[config.mk]
export PLATFORM = sky130hd
export DESIGN_NAME = lcg48_bounded_random_unit
export DESIGN_NICKNAME = d
export VERILOG_FILES = /design/src/hdl/lbr_pkg.sv /design/src/hdl/lbr_mul.sv /design/src/hdl/lcg48_bounded_random_unit.sv
export SDC_FILE = /design/constraint.sdc
export NUM_CORES = 2
export LEC_CHECK = 0
export BUFFER_PORTS_ARGS = -buffer_cell sky130_fd_sc_hd__buf_4
export CAP_MARGIN = 20
export CORE_ASPECT_RATIO = 1.4
export CORE_MARGIN = 3
export CORE_UTILIZATION = 42
export DETAILED_ROUTE_END_ITERATION = 8
export GPL_ROUTABILITY_DRIVEN = 0
export PLACE_DENSITY = 0.64
export SLEW_MARGIN = 10
export SYNTH_ARGS = -nofsm -noshare
export SYNTH_HDL_FRONTEND = slang
export SYNTH_SLANG_ARGS = --single-unit
[constraint.sdc]
create_clock -name clk -period 8 [get_ports clk]
set_input_delay 0.8 -clock clk [delete_from_list [all_inputs] [get_ports clk]]
set_output_delay 0.8 -clock clk [all_outputs]
set_load 0.01 [all_outputs]
[src/hdl/lbr_pkg.sv]
// Shared widths, opcodes and generator constants of the bounded random unit.
// Depends on nothing; every module imports it.
package lbr_pkg;

  localparam int StateW   = 48;
  localparam int ValueW   = 32;
  localparam int DrawW    = 31;
  localparam int CountW   = 6;
  localparam int BoundW   = 32;
  localparam int OpW      = 2;
  localparam int InDataW  = 88;
  localparam int OutDataW = 80;

  // The 35-bit multiplier is applied in two halves split at bit MulSplit.
  localparam int MulSplit = 17;
  localparam int MulOpW   = 18;

  localparam logic [StateW-1:0] LcgMult = 48'h0005_DEEC_E66D;
  localparam logic [StateW-1:0] LcgInc  = 48'h0000_0000_000B;
  localparam logic [MulOpW-1:0] MultLo  = {1'b0, LcgMult[16:0]};
  localparam logic [MulOpW-1:0] MultHi  = LcgMult[34:17];

  typedef enum logic [OpW-1:0] {
    OP_RESEED    = 2'd0,
    OP_NEXT_BITS = 2'd1,
    OP_NEXT_INT  = 2'd2,
    OP_NONE      = 2'd3
  } op_t;

endpackage

[src/hdl/lbr_mul.sv]
// Shared constant multiplier of the generator: state times one half of the
// LCG multiplier, modulo 2^48. Depends on lbr_pkg.
module lbr_mul import lbr_pkg::*; (
  input  logic [StateW-1:0] a,
  input  logic              hi_half,
  output logic [StateW-1:0] prod
);

  logic [MulOpW-1:0]        b;
  logic [StateW+MulOpW-1:0] full;

  assign b    = hi_half ? MultHi : MultLo;
  assign full = {{MulOpW{1'b0}}, a} * {{StateW{1'b0}}, b};
  assign prod = full[StateW-1:0];

endmodule

[src/hdl/lcg48_bounded_random_unit.sv]
// Accept to output valid: reseed and unused op go straight to the finish state; next
// bits and power-of-two bounded draws pass both multiply states and evaluate; other
// bounded draws also run the 31-step restoring remainder loop and the overflow check,
// and a rejected draw returns to the multiply states. One word at a time; the unit is
// ready again once its result is registered. Reset (rst, synchronous, active high)
// clears the generator state and the output valid. Depends on lbr_pkg and lbr_mul.
module lcg48_bounded_random_unit import lbr_pkg::*; (
  input  logic                clk,
  input  logic                rst,
  input  logic                s_tvalid,
  output logic                s_tready,
  // s_tdata, low bit up: seed_value[47:0], bit_count[53:48], bound[85:54], zero pad.
  input  logic [InDataW-1:0]  s_tdata,
  // s_tuser: op[1:0].
  input  logic [OpW-1:0]      s_tuser,
  output logic                m_tvalid,
  input  logic                m_tready,
  // m_tdata, low bit up: value[31:0], state_now[79:32].
  output logic [OutDataW-1:0] m_tdata
);

  // One-hot sequencer. A draw goes through two multiply states that advance the
  // state, an evaluate state that looks at the new state, and for bounds that are not a
  // power of two a bit-serial remainder followed by the overflow rejection test.
  typedef enum logic [6:0] {
    ST_IDLE   = 7'b0000001,
    ST_MUL_LO = 7'b0000010,
    ST_MUL_HI = 7'b0000100,
    ST_EVAL   = 7'b0001000,
    ST_DIV    = 7'b0010000,
    ST_CHECK  = 7'b0100000,
    ST_FINISH = 7'b1000000
  } state_t;

  // Clamp the requested bit count into 1..32.
  function automatic logic [CountW-1:0] clamp_count(input logic [CountW-1:0] c);
    logic [CountW-1:0] r;
    r = c;
    if (c == '0) begin
      r = CountW'(1);
    end else if (c > CountW'(ValueW)) begin
      r = CountW'(ValueW);
    end
    return r;
  endfunction

  // A bound with at most one set bit scales the 31-bit draw: bound * d >> 31
  // is just d shifted right by 31 minus the position of that bit.
  function automatic logic [ValueW-1:0] pow2_scale(input logic [DrawW-1:0] d,
                                                   input logic [BoundW-1:0] b);
    logic [ValueW-1:0] r;
    r = '0;
    for (int i = 0; i < BoundW; i++) begin
      if (b[i]) begin
        r = r | ({1'b0, d} >> (DrawW - i));
      end
    end
    return r;
  endfunction

  state_t              st;
  op_t                 op_r;
  logic [CountW-1:0]   count_r;
  logic [BoundW-1:0]   bound_r;
  logic [StateW-1:0]   lcg_state;
  logic [StateW-1:0]   acc;
  logic [DrawW-1:0]    draw;
  logic [BoundW-1:0]   rem;
  logic [4:0]          bit_idx;
  logic [ValueW-1:0]   result;

  logic [StateW-1:0]   prod;
  logic [StateW-1:0]   state_adv;
  logic [ValueW-1:0]   top_bits;
  logic                bound_pow2;
  logic [BoundW:0]     rem_shift;
  logic [BoundW:0]     rem_sub;
  logic [ValueW-1:0]   reject_sum;
  logic                accept_draw;
  logic                out_free;

  // The shared multiplier takes the low constant half first, the high half next.
  lbr_mul u_mul (
    .a       (lcg_state),
    .hi_half (st == ST_MUL_HI),
    .prod    (prod)
  );

  // Second multiply cycle: low-half product plus the high-half product moved up
  // by the split point, plus the increment, all modulo 2^48.
  assign state_adv = acc + {prod[StateW-MulSplit-1:0], {MulSplit{1'b0}}} + LcgInc;

  assign top_bits   = lcg_state[StateW-1:StateW-ValueW] >> (CountW'(ValueW) - count_r);
  assign bound_pow2 = (bound_r & (bound_r - BoundW'(1))) == '0;

  // One restoring remainder step per cycle, draw bits taken from the top down.
  assign rem_shift = {rem, draw[bit_idx]};
  assign rem_sub   = rem_shift - {1'b0, bound_r};

  // Rejection test of the signed 32-bit form: d - v + bound - 1 must stay
  // non-negative. Bounds above 2^31 never reject.
  assign reject_sum  = {1'b0, draw} - rem + bound_r - ValueW'(1);
  assign accept_draw = (bound_r > 32'h8000_0000) || !reject_sum[ValueW-1];

  assign out_free = !m_tvalid || m_tready;
  assign s_tready = (st == ST_IDLE);

  always_ff @(posedge clk) begin
    if (rst) begin
      st        <= ST_IDLE;
      lcg_state <= '0;
      m_tvalid  <= 1'b0;
      m_tdata   <= '0;
      op_r      <= OP_NONE;
      count_r   <= '0;
      bound_r   <= '0;
      acc       <= '0;
      draw      <= '0;
      rem       <= '0;
      bit_idx   <= '0;
      result    <= '0;
    end else begin
      // In the finish cycle the outgoing word is replaced there directly.
      if (m_tvalid && m_tready && st != ST_FINISH) begin
        m_tvalid <= 1'b0;
      end
      case (st)
        ST_IDLE: begin
          if (s_tvalid) begin
            op_r    <= op_t'(s_tuser);
            count_r <= clamp_count(s_tdata[53:48]);
            bound_r <= s_tdata[85:54];
            result  <= '0;
            case (op_t'(s_tuser))
              OP_RESEED: begin
                lcg_state <= s_tdata[StateW-1:0] ^ LcgMult;
                st        <= ST_FINISH;
              end
              OP_NEXT_BITS, OP_NEXT_INT: begin
                st <= ST_MUL_LO;
              end
              default: begin
                st <= ST_FINISH;
              end
            endcase
          end
        end
        ST_MUL_LO: begin
          acc <= prod;
          st  <= ST_MUL_HI;
        end
        ST_MUL_HI: begin
          lcg_state <= state_adv;
          st        <= ST_EVAL;
        end
        ST_EVAL: begin
          draw <= lcg_state[StateW-1:StateW-DrawW];
          if (op_r == OP_NEXT_BITS) begin
            result <= top_bits;
            st     <= ST_FINISH;
          end else if (bound_pow2) begin
            result <= pow2_scale(lcg_state[StateW-1:StateW-DrawW], bound_r);
            st     <= ST_FINISH;
          end else begin
            rem     <= '0;
            bit_idx <= 5'(DrawW - 1);
            st      <= ST_DIV;
          end
        end
        ST_DIV: begin
          if (!rem_sub[BoundW]) begin
            rem <= rem_sub[BoundW-1:0];
          end else begin
            rem <= rem_shift[BoundW-1:0];
          end
          bit_idx <= bit_idx - 5'd1;
          if (bit_idx == '0) begin
            st <= ST_CHECK;
          end
        end
        ST_CHECK: begin
          if (accept_draw) begin
            result <= rem;
            st     <= ST_FINISH;
          end else begin
            st <= ST_MUL_LO;
          end
        end
        ST_FINISH: begin
          if (out_free) begin
            m_tvalid <= 1'b1;
            m_tdata  <= {lcg_state, result};
            st       <= ST_IDLE;
          end
        end
        default: begin
          st <= ST_IDLE;
        end
      endcase
    end
  end

endmodule

==> results.sh <==
export IMPL_status="finished with violations"
export IMPL_failed_checks="DRC, setup timing"
export IMPL_syn_cell_area_um2=37660
export IMPL_synth_edf_count=0
export IMPL_placementRows=129
export IMPL_path_common_cell="fa_1"
export IMPL_avgSynthCellArea_um2=8.437
export IMPL_max_freq_mhz=120.6
export IMPL_post_dp_hpwl_um=109200
export IMPL_dr_pass1_iters=9
export IMPL_io_pins=176
export IMPL_grt_max_degree=89
export IMPL_cts_buffers=40
export IMPL_antenna_found_initial=4
export IMPL_setup_ws_ps=-294.2
export IMPL_relSlewSlack_pct=31.71
export IMPL_path_delay_family="adder cells"
export IMPL_pre_cts_ws_ps=-932.5
export IMPL_vdd_drop_max_mv=0.2227
export IMPL_yosysMostFrequentCell="inv_1"
export IMPL_cp_slowest_cell="fa_1"
export IMPL_yosysTopAreaCell="fa_1"
export IMPL_hold_viol_final=0
export IMPL_coreArea_um2=88610
export IMPL_synthToLayoutAreaGrowth_pct=17.10
export IMPL_tightest_slew_ps=1023
export IMPL_grt_pass1_vias=36070
export IMPL_numPortBuffers=173
export IMPL_max_cap_viol_count=0
export IMPL_post_route_util_pct=49.77
export IMPL_synth_top_area_share_pct=25.09
export IMPL_chipHeight_um=360.3
export IMPL_synth_seq_cells=324
export IMPL_routed_wirelength_um=144700
export IMPL_endpoint_kind="flip-flop"
export IMPL_routedWlPerCell_um=24.29
export IMPL_grt_pass1_wl_um=216600
export IMPL_hold_class="in -> reg"
export IMPL_die_x_um=259.1
export IMPL_grt_ovfl_total=0
export IMPL_nets=5563
export IMPL_synth_seq_area_share_pct=17.22
export IMPL_async_flop_share_pct=0
export IMPL_via_count=35600
export IMPL_power_density_nw_per_um2=250.4
export IMPL_root_buffer="clkbuf_16"
export IMPL_dr_first_iter_drc_count=3752
export IMPL_drc=29
export IMPL_cts_sinks=324
export IMPL_cp_max_fo=6
export IMPL_yosys_top_cells_area="fa_1 25%, dfxtp_1 17%, ha_1 8.3%"
export IMPL_fin_crit_ps=8294
export IMPL_syn_instance_count=4464
export IMPL_crit_type="reg -> reg"
export IMPL_initial_utilization_pct=42.50
export IMPL_die_area_um2=93350
export IMPL_antenna_left=0
export IMPL_synth_cell_types=91
export IMPL_clk_latency_ps=610
export IMPL_htreeDepth=2
export IMPL_grt_usage_pct=30.44
export IMPL_synthTopCellsByCount="662 x inv_1, 580 x nand2_1, 472 x fa_1, 430 x a21oi_1, 324 x dfxtp_1"
export IMPL_leakagePower_nw=19.27
export IMPL_cts_buffer_depth=3
export IMPL_synth_flop_cell="dfxtp_1"
export IMPL_cp_num_buf_inv=4
export IMPL_yosys_warnings=0
export IMPL_ctsHoldBuffers=0
export IMPL_post_route_period_util_pct=103.7
export IMPL_finalMaxSlewViolations=0
export IMPL_rsz0062_at_grt="true"
export IMPL_cp_required_ps=8440
export IMPL_cpPeakStageDelay_ps=550
export IMPL_cts_clk_slew_worst_paths_ps=60
export IMPL_worstPathArrival_ps=8730
export IMPL_worstSetupStartpointType="flip-flop"
export IMPL_tritoncts="done"
export IMPL_finalSetupViolCount=7
export IMPL_skew_ps=34.39
export IMPL_drive_above_1_share_pct=15.91
export IMPL_avgViaCountPerCell=5.973
[cells in the final DEF (no fill, tap or decap), types with 39 or more instances in the layout]
cell type / instances
mux2i_1: 57
fa_1: 470
nor2_1: 123
xnor2_1: 86
a22oi_1: 113
inv_1: 659
o211ai_1: 42
clkbuf_16: 41
nand4_1: 44
a21o_1: 64
nand2_1: 578
dfxtp_1: 321
o21ai_0: 80
a21oi_1: 414
nand3_1: 70
a221oi_1: 59
nor3_1: 53
buf_4: 523
a22o_1: 42
ha_1: 239
and2_1: 89
xor2_1: 39
a211oi_1: 62
[report_power, final]
part	internal [W]	total, W	leakage, nW	switching, W
combinational	0.00304	0.00715	16.0	0.00412
sequential	0.00175	0.00194	2.63	0.000181
clock	0.00110	0.00196	0.678	0.000852
[worst register-to-register path: cells and delay by family, from the launching register on]
family | cells | cell delay [ps]
AO/OA/AOI/OAI | 12 | 2010
AND/OR/NAND/NOR | 7 | 1570
flip-flops | 1 | 340
buffers and inverters | 4 | 180
XOR/XNOR | 2 | 510
adder cells (fa/ha/maj) | 8 | 3540
[cells by family after synthesis]
family          synth area share, %
simple gates                  13.46
buf+inv                       9.668
compound gates                19.58
xor+xnor                      3.130
mux                           3.459
fa+ha+maj                     33.48
flops                         17.22
other cells                0.009957
[per-stage QoR]
step / setup TNS, ps / power (W) / instances / hold slack, ps / cell area, um^2
floorplan: 0 / 0.005997 / 4465 / 434.5 / 37780
global placement: -4519 / 0.008480 / 5853 / 440.8 / 41920
detailed placement: -7153 / 0.008587 / 5855 / 444.1 / 41950
CTS: -613.9 / 0.01072 / 5942 / 415.7 / 43710
global route: -4565 / 0.01176 / 5956 / 437.2 / 44090
finish: -748.6 / 0.01104 / 5960 / 431.4 / 44100
[worst paths after layout]
kind	startpoint	end	slack, ps	depth (start not counted)
max	st[0]	lcg_state[47]	-290	33
min	s_tdata[64]	bound_r[10]	430	3
max reg2reg	st[0]	lcg_state[47]	-290	33
min reg2reg	m_tdata[13]	m_tdata[13]	450	2
[registers in the layout (all words and copies together) (netlist names)]
| name | flops |
|---|---|
| acc | 48 |
| bit_idx | 5 |
| bound_r | 32 |
| count_r | 6 |
| draw | 31 |
| lcg_state | 48 |
| m_tdata | 80 |
| m_tvalid | 1 |
| op_r | 2 |
| rem | 32 |
| result | 32 |
| st | 7 |
[cell type report]
| class | count | area, um^2 |
|---|---|---|
| inverters | 664 | 2492 |
| clock buffers | 49 | 1106 |
| flip-flops and latches | 324 | 6490 |
| repair buffers | 534 | 4090 |
| diodes | 4 | 10.01 |
| clock inverters | 23 | 275.3 |
| multi-input cells | 3183 | 28160 |
| fillers | 8382 | 44510 |
| well taps | 1179 | 1475 |
[per-layer routing]
metal,track usage [%],part of all wire (%)
met5,0,0.032
met4,22.76,9.7
met3,6.338,8.7
met2,50.53,47
met1,34.39,35
[what timing repair did]
item                                    CTS  global route
gates resized for setup                  58            48
setup buffers                            15            13
cloned                                    1             0
endpoints found under the setup margin   27            22
pin swaps                                24            16
No activity file was read; power rests on OpenSTA's default activity.
